[src/assert_macros.svh]
// ----------------------------------------------------------------------------
// Assertion macros
// Concurrent assertion wrappers; empty when SYNTH is defined.
// ----------------------------------------------------------------------------
`ifndef ASSERT_MACROS_SVH
`define ASSERT_MACROS_SVH

`ifndef SYNTH
`define HDRC_ASSERT(lbl, clk, rst_n, prop, msg) \
    lbl: assert property (@(posedge clk) disable iff (!rst_n) prop) else $error(msg);
`define HDRC_ASSERT_IMPL(lbl, clk, rst_n, ante, cons, msg) \
    lbl: assert property (@(posedge clk) disable iff (!rst_n) (ante) |-> (cons)) \
        else $error(msg);
`define HDRC_ASSERT_NEXT(lbl, clk, rst_n, ante, cons, msg) \
    lbl: assert property (@(posedge clk) disable iff (!rst_n) (ante) |=> (cons)) \
        else $error(msg);
`else
`define HDRC_ASSERT(lbl, clk, rst_n, prop, msg)
`define HDRC_ASSERT_IMPL(lbl, clk, rst_n, ante, cons, msg)
`define HDRC_ASSERT_NEXT(lbl, clk, rst_n, ante, cons, msg)
`endif

`endif

[src/hdrc_pkg.sv]
// ----------------------------------------------------------------------------
// hdrc_pkg
// Types, codes and helpers of the hook debounce and ring controller.
// ----------------------------------------------------------------------------
package hdrc_pkg;

    localparam int CNT_W   = 16;
    localparam int OVR_W   = 24;
    localparam int MODE_W  = 3;
    localparam int CFG_IDX_W  = 8;
    localparam int CFG_DATA_W = 16;

    localparam logic [MODE_W-1:0] MODE_TICK      = 3'd0;
    localparam logic [MODE_W-1:0] MODE_START     = 3'd1;
    localparam logic [MODE_W-1:0] MODE_STOP      = 3'd2;
    localparam logic [MODE_W-1:0] MODE_FORCE     = 3'd3;
    localparam logic [MODE_W-1:0] MODE_CLEAR_OVR = 3'd4;

    localparam logic [CFG_IDX_W-1:0] CFG_DEBOUNCE    = 8'd0;
    localparam logic [CFG_IDX_W-1:0] CFG_HALF_PERIOD = 8'd1;
    localparam logic [CFG_IDX_W-1:0] CFG_RING_EN     = 8'd2;
    localparam logic [CFG_IDX_W-1:0] CFG_ASSUME_ON   = 8'd3;

    localparam logic [CNT_W-1:0] DEBOUNCE_RST    = 16'd50;
    localparam logic [CNT_W-1:0] HALF_PERIOD_RST = 16'd25;
    localparam logic [CNT_W-1:0] CNT_MAX         = '1;

    typedef struct packed {
        logic [MODE_W-1:0] mode;
        logic              hook_level;
        logic              forced_off_hook;
        logic              override_on;
        logic [OVR_W-1:0]  override_ticks;
    } cmd_t;

    typedef struct packed {
        logic off_hook;
        logic hook_changed;
        logic ring_mode;
        logic ring_polarity;
        logic override_active;
    } result_t;

    typedef struct packed {
        logic [CFG_IDX_W-1:0]  index;
        logic [CFG_DATA_W-1:0] data;
    } cfg_write_t;

    typedef struct packed {
        logic [CNT_W-1:0] debounce_ms;
        logic [CNT_W-1:0] ring_half_period_ms;
        logic             ring_enable;
        logic             assume_on_hook;
    } cfg_t;

    typedef struct packed {
        logic             hook_state;
        logic             last_sample;
        logic [CNT_W-1:0] stable_count;
        logic             ringing;
        logic             ring_level;
        logic [CNT_W-1:0] ring_count;
        logic             override_flag;
        logic             override_timed;
        logic [OVR_W-1:0] override_left;
    } state_t;

    function automatic logic [CNT_W-1:0] sat_inc(input logic [CNT_W-1:0] v);
        return (v == CNT_MAX) ? CNT_MAX : v + 1'b1;
    endfunction

endpackage

[src/hdrc_stream_if.sv]
// ----------------------------------------------------------------------------
// hdrc_stream_if
// Valid/ready channel carrying one payload beat.
// ----------------------------------------------------------------------------
interface hdrc_stream_if #(
    parameter type payload_t = logic
);
    logic     valid;
    logic     ready;
    payload_t payload;

    modport source (output valid, output payload, input ready);
    modport sink   (input valid, input payload, output ready);
endinterface

[src/hdrc_cfg_regs.sv]
// ----------------------------------------------------------------------------
// hdrc_cfg_regs
// Configuration register file written through the config channel.
// ----------------------------------------------------------------------------
module hdrc_cfg_regs (
    input  logic                  clk,
    input  logic                  rst_n,
    hdrc_stream_if.sink           cfg,
    output hdrc_pkg::cfg_t        cfg_q
);

    hdrc_pkg::cfg_t cfg_reg;
    hdrc_pkg::cfg_t cfg_next;
    hdrc_pkg::cfg_write_t wr;

    assign cfg.ready = 1'b1;
    assign wr        = cfg.payload;
    assign cfg_q     = cfg_reg;

    always_comb
    begin
        cfg_next = cfg_reg;
        if (cfg.valid)
        begin
            unique case (wr.index)
                hdrc_pkg::CFG_DEBOUNCE:    cfg_next.debounce_ms         = wr.data;
                hdrc_pkg::CFG_HALF_PERIOD: cfg_next.ring_half_period_ms = wr.data;
                hdrc_pkg::CFG_RING_EN:     cfg_next.ring_enable         = wr.data[0];
                hdrc_pkg::CFG_ASSUME_ON:   cfg_next.assume_on_hook      = wr.data[0];
                default:                   cfg_next = cfg_reg;
            endcase
        end
    end

    always_ff @(posedge clk or negedge rst_n)
    begin
        if (!rst_n)
        begin
            cfg_reg.debounce_ms         <= hdrc_pkg::DEBOUNCE_RST;
            cfg_reg.ring_half_period_ms <= hdrc_pkg::HALF_PERIOD_RST;
            cfg_reg.ring_enable         <= 1'b1;
            cfg_reg.assume_on_hook      <= 1'b0;
        end
        else
        begin
            cfg_reg <= cfg_next;
        end
    end

endmodule

[src/hdrc_step.sv]
// ----------------------------------------------------------------------------
// hdrc_step
// Next-state logic for one command or tick beat.
// ----------------------------------------------------------------------------
module hdrc_step (
    input  hdrc_pkg::state_t st,
    input  hdrc_pkg::cfg_t   cfg,
    input  hdrc_pkg::cmd_t   cmd,
    output hdrc_pkg::state_t st_next,
    output logic             changed
);

    always_comb
    begin
        hdrc_pkg::state_t s;
        logic             chg;
        logic             sample;

        s      = st;
        chg    = 1'b0;
        sample = cfg.assume_on_hook ? 1'b0 : cmd.hook_level;

        case (cmd.mode)
            hdrc_pkg::MODE_TICK:
            begin
                // run down a timed override, then hand the hook back to the input
                if (s.override_flag && s.override_timed)
                begin
                    if (s.override_left != '0)
                        s.override_left = s.override_left - 1'b1;
                    if (s.override_left == '0)
                    begin
                        s.override_flag  = 1'b0;
                        s.override_timed = 1'b0;
                        if (cmd.hook_level != s.hook_state)
                        begin
                            s.hook_state = cmd.hook_level;
                            chg = 1'b1;
                            if (s.hook_state)
                            begin
                                s.ringing    = 1'b0;
                                s.ring_level = 1'b0;
                            end
                        end
                    end
                end
                // debounce
                if (!s.override_flag && sample != s.last_sample)
                begin
                    s.last_sample  = sample;
                    s.stable_count = '0;
                end
                else
                begin
                    s.stable_count = hdrc_pkg::sat_inc(s.stable_count);
                end
                if (!s.override_flag && s.stable_count > cfg.debounce_ms &&
                    sample != s.hook_state)
                begin
                    s.override_timed = 1'b0;
                    s.override_left  = '0;
                    s.hook_state     = sample;
                    chg = 1'b1;
                    if (s.hook_state)
                    begin
                        s.ringing    = 1'b0;
                        s.ring_level = 1'b0;
                    end
                end
                // ring cadence
                if (s.ringing)
                begin
                    if (s.hook_state)
                    begin
                        s.ringing    = 1'b0;
                        s.ring_level = 1'b0;
                    end
                    else
                    begin
                        s.ring_count = hdrc_pkg::sat_inc(s.ring_count);
                        if (s.ring_count >= cfg.ring_half_period_ms)
                        begin
                            s.ring_level = ~s.ring_level;
                            s.ring_count = '0;
                        end
                    end
                end
            end
            hdrc_pkg::MODE_START:
            begin
                if (cfg.ring_enable && !s.ringing && !s.hook_state)
                begin
                    s.ringing    = 1'b1;
                    s.ring_level = 1'b0;
                    s.ring_count = cfg.ring_half_period_ms;
                end
            end
            hdrc_pkg::MODE_STOP:
            begin
                if (cfg.ring_enable && s.ringing)
                begin
                    s.ringing    = 1'b0;
                    s.ring_level = 1'b0;
                end
            end
            hdrc_pkg::MODE_FORCE:
            begin
                s.override_flag  = cmd.override_on;
                s.override_timed = cmd.override_on && (cmd.override_ticks != '0);
                s.override_left  = cmd.override_on ? cmd.override_ticks : '0;
                if (cmd.forced_off_hook != s.hook_state)
                begin
                    s.hook_state = cmd.forced_off_hook;
                    chg = 1'b1;
                    if (s.hook_state)
                    begin
                        s.ringing    = 1'b0;
                        s.ring_level = 1'b0;
                    end
                end
            end
            hdrc_pkg::MODE_CLEAR_OVR:
            begin
                s.override_flag  = 1'b0;
                s.override_timed = 1'b0;
                s.override_left  = '0;
            end
            default:
            begin
                s = st;
            end
        endcase

        st_next = s;
        changed = chg;
    end

endmodule

[src/hook_debounce_ring_control_core.sv]
// ----------------------------------------------------------------------------
// hook_debounce_ring_control_core: telephone hook debounce and ring control
// Path: a command beat is held in cmd_reg, then its status beat in res_reg.
// Throughput: 1 beat per cycle while status is ready; one state update per beat.
// Reset: on hook, not ringing, no override; registers at their defaults.
// ----------------------------------------------------------------------------
`include "assert_macros.svh"

module hook_debounce_ring_control_core (
    input  logic        clk,
    input  logic        rst_n,
    hdrc_stream_if.sink   cmd,
    hdrc_stream_if.source status,
    hdrc_stream_if.sink   cfg
);

    hdrc_pkg::cfg_t    cfg_q;
    hdrc_pkg::cmd_t    cmd_reg;
    logic              cmd_valid_reg;
    logic              cmd_valid_next;
    hdrc_pkg::state_t  st_reg;
    hdrc_pkg::state_t  st_next;
    logic              changed;
    hdrc_pkg::result_t res_reg;
    logic              res_valid_reg;
    logic              res_valid_next;
    logic              advance;
    logic              take;

    hdrc_cfg_regs u_cfg (
        .clk   (clk),
        .rst_n (rst_n),
        .cfg   (cfg),
        .cfg_q (cfg_q)
    );

    hdrc_step u_step (
        .st      (st_reg),
        .cfg     (cfg_q),
        .cmd     (cmd_reg),
        .st_next (st_next),
        .changed (changed)
    );

    assign advance   = cmd_valid_reg && (!res_valid_reg || status.ready);
    assign cmd.ready = !cmd_valid_reg || advance;
    assign take      = cmd.valid && cmd.ready;

    assign status.valid   = res_valid_reg;
    assign status.payload = res_reg;

    always_comb
    begin
        cmd_valid_next = cmd_valid_reg;
        if (take)
            cmd_valid_next = 1'b1;
        else if (advance)
            cmd_valid_next = 1'b0;

        res_valid_next = res_valid_reg;
        if (advance)
            res_valid_next = 1'b1;
        else if (status.ready)
            res_valid_next = 1'b0;
    end

    always_ff @(posedge clk or negedge rst_n)
    begin
        if (!rst_n)
        begin
            cmd_valid_reg <= 1'b0;
            res_valid_reg <= 1'b0;
            st_reg        <= '0;
        end
        else
        begin
            cmd_valid_reg <= cmd_valid_next;
            res_valid_reg <= res_valid_next;
            if (advance)
                st_reg <= st_next;
        end
    end

    always_ff @(posedge clk)
    begin
        if (take)
            cmd_reg <= cmd.payload;
        if (advance)
        begin
            res_reg.off_hook        <= st_next.hook_state;
            res_reg.hook_changed    <= changed;
            res_reg.ring_mode       <= st_next.ringing;
            res_reg.ring_polarity   <= st_next.ring_level;
            res_reg.override_active <= st_next.override_flag;
        end
    end

    `HDRC_ASSERT(a_no_ring_off_hook, clk, rst_n, !(st_reg.ringing && st_reg.hook_state), "ringing while off hook")
    `HDRC_ASSERT_IMPL(a_level_needs_ring, clk, rst_n, st_reg.ring_level, st_reg.ringing, "ring level set while idle")
    `HDRC_ASSERT_IMPL(a_timed_needs_flag, clk, rst_n, st_reg.override_timed, st_reg.override_flag, "timed override without flag")
    `HDRC_ASSERT_NEXT(a_advance_shows, clk, rst_n, advance, res_valid_reg, "advanced beat not shown")

endmodule

[src/flat_wrapper.sv]
// flat-port wrapper written by rule: the top's interface ports become plain ports
module hook_debounce_ring_control_core_flat import hdrc_pkg::*;
  (clk, rst_n, cmd_valid, cmd_payload, cmd_ready, status_valid, status_payload, status_ready, cfg_valid, cfg_payload, cfg_ready);
  hdrc_stream_if #(.payload_t(cmd_t)) cmd_i ();
  hdrc_stream_if #(.payload_t(result_t)) status_i ();
  hdrc_stream_if #(.payload_t(cfg_write_t)) cfg_i ();
  input  logic clk;
  input  logic rst_n;
  input wire logic [$bits(cmd_i.valid)-1:0] cmd_valid;
  input wire logic [$bits(cmd_i.payload)-1:0] cmd_payload;
  output wire logic [$bits(cmd_i.ready)-1:0] cmd_ready;
  output wire logic [$bits(status_i.valid)-1:0] status_valid;
  output wire logic [$bits(status_i.payload)-1:0] status_payload;
  input wire logic [$bits(status_i.ready)-1:0] status_ready;
  input wire logic [$bits(cfg_i.valid)-1:0] cfg_valid;
  input wire logic [$bits(cfg_i.payload)-1:0] cfg_payload;
  output wire logic [$bits(cfg_i.ready)-1:0] cfg_ready;
  assign cmd_i.valid = cmd_valid;
  assign cmd_i.payload = cmd_payload;
  assign cmd_ready = cmd_i.ready;
  assign status_valid = status_i.valid;
  assign status_payload = status_i.payload;
  assign status_i.ready = status_ready;
  assign cfg_i.valid = cfg_valid;
  assign cfg_i.payload = cfg_payload;
  assign cfg_ready = cfg_i.ready;
  hook_debounce_ring_control_core u_core (.clk(clk), .rst_n(rst_n), .cmd(cmd_i), .status(status_i), .cfg(cfg_i));
endmodule
[config.mk]
export PLATFORM = sky130hd
export DESIGN_NAME = hook_debounce_ring_control_core_flat
export DESIGN_NICKNAME = d
export VERILOG_FILES = /design/src/hdrc_pkg.sv /design/src/hdrc_stream_if.sv /design/src/hdrc_cfg_regs.sv /design/src/hdrc_step.sv /design/src/hook_debounce_ring_control_core.sv /design/src/flat_wrapper.sv
export VERILOG_INCLUDE_DIRS = /design/src /design/src/src
export SDC_FILE = /design/constraint.sdc
export NUM_CORES = 1
export LEC_CHECK = 0
export BUFFER_PORTS_ARGS = -buffer_cell sky130_fd_sc_hd__clkbuf_2
export CORE_MARGIN = 3
export CORE_UTILIZATION = 35
export CTS_BUF_LIST = sky130_fd_sc_hd__clkbuf_4
export CTS_CLUSTER_DIAMETER = 30
export DETAILED_ROUTE_END_ITERATION = 7
export SLEW_MARGIN = 20
export SYNTH_ARGS = -nofsm -noshare
export SYNTH_HDL_FRONTEND = slang
export SYNTH_SLANG_ARGS = --single-unit
[constraint.sdc]
create_clock -name clk -period 14.86 [get_ports clk]
set_input_delay 0.743 -clock clk [delete_from_list [all_inputs] [get_ports clk]]
set_output_delay 0.743 -clock clk [all_outputs]
set_load 0.02 [all_outputs]
**Yosys cells after proc, flatten, opt, wreduce, memory -nomap -nowiden**

Index checks and enable logic that the tools add are counted.

- Reduce and logical (&&, ||, !) cells: 35
- Add/sub/neg operators: 3
- Mux-type cells: 50
- Eq/ne operators: 18
- Bitwise operators: 1
- Magnitude comparators: 2

Operators with widths:

| kind | count |
|---|---|
| 24-bit 2-to-1 mux | 4 |
| 16-bit 2-to-1 mux | 5 |
| 26-bit case mux with 3 select lines | 1 |
| 26-bit 2-to-1 mux | 2 |
| 24-bit nonzero test | 2 |
| 18-bit 2-to-1 mux | 2 |
| 16-bit by 1-bit adder with 16-bit output (second input constant) | 2 |
| 16-bit == test (second input constant) | 2 |
| 16-bit case mux with 2 select lines | 1 |
| 25-bit 2-to-1 mux | 1 |
| 24-bit zero test | 1 |
| 24-bit by 1-bit subtractor with 24-bit output (second input constant) | 1 |
| 2-bit 2-to-1 mux | 11 |
| 1-bit 2-to-1 mux | 19 |
| 17-bit 2-to-1 mux | 1 |
| 8-bit by 2-bit == test with 1-bit output (second input constant) | 2 |
| 16-bit >= comparator | 1 |
| 16-bit greater-than comparator | 1 |
| 1-bit logical AND | 10 |
| 2-bit AND reduction | 5 |
| 8-bit by 1-bit == test with 1-bit output (second input constant) | 1 |
| 8-bit zero test | 1 |
| 2-bit case mux with 4 select lines | 1 |
| 3-bit by 2-bit == test with 1-bit output (second input constant) | 2 |
| other kinds (15) | 30 |

- Input port bits: 59
- Register bits: 133
- Word-level logic and storage cells: 134

**Depth between registers and ports, before layout**

- Word-level depth: 22
- Gate-level depth with buffers: 25

**Modules after synthesis**

A second synthesis with hierarchy kept.

- Cells, all modules: 888
- Area, all modules: 9171.3 um^2

Modules (own cells, without submodules):

| module | sequential area each (um^2) | cells each | instances | area each (um^2) |
|---|---|---|---|---|
| hdrc_step | 0.0 | 635 | 1 | 4053.9 |
| hook_debounce_ring_control_core | 2652.5 | 174 | 1 | 3694.8 |
| hdrc_cfg_regs | 859.6 | 79 | 1 | 1422.6 |

**Least setup slack after synthesis**

No wires, ideal clock.

- Path type: reg-to-reg
- Start: register u_core.st_reg[0] in the netlist's numbering
- End: register u_core.st_reg[33] in the netlist's numbering
- Period minus slack after synthesis: 5.776 ns
- Cell stages (with the launch flop): 24
- Data arrival time: 5.651 ns
- Buffers on the path: 3
- Required time: 14.735 ns
- Path slack: 9.084 ns
- Cell sequence: dfrtp_1 inv_1 ha_1 nor3b_2 nand4_2 or3_1 buf_2 mux2i_1 nor4_4 a41oi_4 nor2_1 clkbuf_1 a21oi_1 ha_1 a21o_1 a21o_1 a221o_1 a211o_1 o31ai_1 or2_4 o21ai_2 o31ai_4 buf_6 mux2_4

- Word-level cells in the longest chain between the ends: 19
- Elaborated cells on any way between the ends: 30
- Classes of those cells: 1 x add/sub; 1 x order compare; 3 x eq/ne; 18 x mux; 7 x reduce/logical

RTL lines:

| element | RTL line | text |
|---|---|---|
| start: declaration | hook_debounce_ring_control_core.sv:21 | `hdrc_pkg::state_t st_reg;` |
| start signal: assignment | hook_debounce_ring_control_core.sv:80 | `st_reg <= st_next;` |
| 24-bit by 1-bit subtractor with 24-bit output / 24-bit nonzero test (equally long branches) | hdrc_step.sv:30, hdrc_step.sv:29 |  |
| 24-bit 2-to-1 mux (*) | hdrc_step.sv:29 | `if (s.override_left != '0)` |
| 24-bit 2-to-1 mux (*) | hdrc_step.sv:27 | `if (s.override_flag && s.override_timed)` |
| 24-bit 2-to-1 mux (*) | hdrc_step.sv:23 | `case (cmd.mode)` |
| 24-bit zero test (*) | hdrc_step.sv:31 | `if (s.override_left == '0)` |
| 2-bit 2-to-1 mux | hdrc_step.sv:31 |  |
| 26-bit 2-to-1 mux | hdrc_step.sv:27 |  |
| 26-bit 2-to-1 mux | hdrc_step.sv:23 |  |
| (+2 left out) | - |  |
| 16-bit 2-to-1 mux | hdrc_step.sv:48 | `if (!s.override_flag && sample != s.last_sample)` |
| 16-bit 2-to-1 mux | hdrc_step.sv:23 |  |
| 16-bit greater-than comparator | hdrc_step.sv:57 | `if (!s.override_flag && s.stable_count > cfg.debounce_ms &&` |
| 1-bit logical AND (2 in series) | hdrc_step.sv:57 |  |
| 1-bit 2-to-1 mux / 2-bit 2-to-1 mux (equally long branches) | hdrc_step.sv:57 |  |
| 1-bit 2-to-1 mux / 2-bit 2-to-1 mux (equally long branches) | hdrc_step.sv:23 |  |
| 2-bit inequality test (no source line) | - |  |
| 5-bit AND reduction (no source line) (*) | - |  |

Mark *: on every way between the ends. The rest lies on a longest branch, timed or not. The select of a mux whose other input is x is not followed.
A chain may end at the register's enable or synchronous reset.

**Worst setup path in the final report**

- Start: register u_core.st_reg[0] in the netlist's numbering
- End: register u_core.st_reg[26] in the netlist's numbering

The elaborated chain is that of the path after synthesis.

==> flow_summary.toml <==
[cts]
cts_buffers = 17
cts_tree = "built"
clock_latency_ns = 0.56
cts_setup_buffers = 0
clk_path_buf_depth = 2
cts_root_buf = "clkbuf_4"
postCtsHoldBufs = 0
clock-sinks = 133
htreeDepth = 4
cts.clk_slew.worst_paths_ns = 0.14
post_cts_resized = 0

[cells_and_area]
finalNetCount = 1019
largest_reg_flops = 62
mostFrequentLayoutCells = "dfrtp_1, nand2_1, o21ai_0, clkbuf_2, a21oi_1"
final_cell_area_um2 = 9170
final_common_cell = "dfrtp_1"
drive_above_1_share_pct = 18.7
syn_to_final_growth_pct = 11.1
final_cells = 1250

[timing]
max_freq_mhz = 148
tns_ns = 0
tightestPinTransition_ns = 1.09
period_share_pct = 45.4
slew_headroom_pct = 27.2
finalHoldViolCount = 0
setup_viol = 0
slew_viol_final = 0
rsz0062_at_grt = "false"
fin_crit_ns = 6.74
finClkSkew_ns = 0.0302

[placed_design]
place_inst = 1216
postPlaceCellArea_um2 = 8880
dp_hpwl_um = 14800
place_congestion = 0.889
portBuffers = 65

[critical_path]
crit_fanout = 19
criticalPathCategory = "flop to flop"
r2r_cells = 21
r2r_end = "u_core.st_reg[26]"
start_kind = "flop"
required_ns = 15.30
worst-r2r-setup-slack_ns = 8.12
crit_arrival_ns = 7.18
end_kind = "flop"
reg2reg_from = "u_core.st_reg[0]"

[drt]
drt-initial-drc-count = 602
first_pass_iters = 6
drc_errors = 0
finalWirelength_um = 20400
ant_nets = 0
post_drt_wl_per_cell_um = 16.3
via_per_inst = 5.47
num_vias = 6838

[global_routing]
grt_usage_pct = 16.0
grt_pass1_wl_um = 33600
grt_max_degree = 57
overflow = 0
antenna_found_initial = 1
grt_pass1_vias = 6479

[floorplanning]
core_area_um2 = 22900
chipHeight_um = 160
ios = 67
die_width_um = 160
fp-row-count = 55
start_util_pct = 36.0
die_area_um2 = 25500

[logic_synthesis]
synth_area_per_cell_um2 = 9.52
synth_edf_count = 35
yosysTopAreaCellShare_pct = 27.6
ys_seq_area_share_pct = 42.6
synthCells = 867
yosys.area.top_type = "dfrtp_1"
yosys-top-cells-area = "dfrtp_1, edfxtp_1, ha_1, o21ai_0, nand2_1"
yosysWarnings = 0
synthesis.area_um2 = 8250
ys.flop_type = "dfrtp_1"
ys_ff_latch = 133
synthesis.nets = 964
synth_cell_types = 76
synthArstFlopShare_pct = 73.7

[power_and_ir_drop]
p_leak_uw = 0.00406
max-vdd-ir-drop_v = 0.0000515
powerDensity_nw_per_um2 = 101

[run_status]
run_status = "complete, no violations"

[job]
cap_violations = 0

[min_path]
hp-class = "input port to asynchronous set/reset pin"
## worst max-delay path, stage by stage (launching register included)
cell and delay (ns):
dfrtp_1 0.48, inv_1 0.11, ha_1 0.21, nor3b_1 0.51
nand4_1 0.32, o21ai_0 0.25, nand3_1 0.14, nor4_4 0.43
a41oi_4 0.23, nor2_2 0.58, a31oi_1 0.12, o21a_1 0.15
ha_1 0.29, and4_1 0.24, nand2_1 0.08, a2111oi_0 0.37
a211o_1 0.14, o31ai_1 0.17, or2_4 0.31, o211a_4 0.16
o31ai_4 0.90, mux2_2 0.43
## logic make-up (layout without fill, tap and decap cells)
logic type               count (synthesis)  after routing  synth area share [%]
flip-flops                             133            133                  42.6
AO/OA/AOI/OAI                          246            246                  20.1
multiplexers                            36             36                  5.31
XOR/XNOR                                21             21                  2.23
buffers and inverters                   82            150                  3.96
AND/OR/NAND/NOR                        310            310                  20.1
other                                    1              3                0.0455
adder cells (fa/ha/maj)                 38             38                  5.76
## power breakdown
part / internal (uW) / total [uW] / switching (uW)
Combinational: 90.1 / 248 / 158
Sequential: 403 / 433 / 29.7
Clock: 100 / 248 / 148
## synth_stat cells, types with 4 or more instances
cell,n
mux2_4,9
ha_1,38
o21a_1,4
and2_1,6
o31ai_1,5
o211ai_1,8
nand2_1,85
o31a_1,4
a31oi_1,14
a21o_1,15
nand3b_1,4
dfrtp_1,91
clkbuf_1,30
xor2_1,6
nand4_1,8
nand2b_1,10
mux2_2,26
edfxtp_1,35
nor4_1,14
a22o_1,17
a22oi_1,5
a32oi_1,4
nand3_1,39
inv_1,46
xnor2_1,15
o311ai_0,8
o22a_1,7
a21oi_1,63
or4_1,4
and3_1,25
dfstp_2,7
or3_1,11
o21ai_0,64
nor2_1,60
nor3_1,14
a211oi_1,4
## stage by stage
| stage | util, % | hold slack, ns | setup slack (ns) | power [uW] |
|---|---|---|---|---|
| floorplan | - | 0.447 | 9.08 | 617 |
| global route | 40.0 | 0.175 | 7.60 | 988 |
| global placement | 38.7 | 0.481 | 8.04 | 683 |
| finish | 40.0 | 0.178 | 8.12 | 929 |
| detailed placement | 38.7 | 0.499 | 7.92 | 685 |
| CTS | 40.0 | 0.168 | 7.87 | 938 |
## worst max-delay path by stage
stage                startpoint                end  slack, ns  cells after the start
6_report       u_core.st_reg[0]  u_core.st_reg[26]       8.12                     21
5_1_grt        u_core.st_reg[0]  u_core.st_reg[26]       7.60                     21
4_1_cts        u_core.st_reg[0]  u_core.st_reg[26]       7.87                     21
3_5_place_dp   u_core.st_reg[0]  u_core.st_reg[26]       7.92                     21
3_3_place_gp   u_core.st_reg[0]  u_core.st_reg[29]       8.04                     20
2_1_floorplan  u_core.st_reg[0]  u_core.st_reg[33]       9.08                     23
## routing by layer
| metal | track usage (%) | vias to the layer above | wire [um] |
|---|---|---|---|
| met5 | 0 | - | 0 |
| met4 | 3.94 | 0 | 291 |
| met3 | 3.72 | 28 | 1330 |
| met2 | 23.6 | 232 | 8670 |
| met1 | 23.7 | 3235 | 10100 |
| li1 | - | 3343 | - |
## area by class of cell
type / count / area (um2)
fillers: 2283 / 13700
multi-input cells: 652 / 4420
flip-flops and latches: 133 / 3510
well taps: 313 / 392
repair buffers: 72 / 380
inverters: 46 / 173
clock inverters: 15 / 155
clock buffers: 17 / 128
diodes: 2 / 5.00
(Power assumes the default switching activity.)
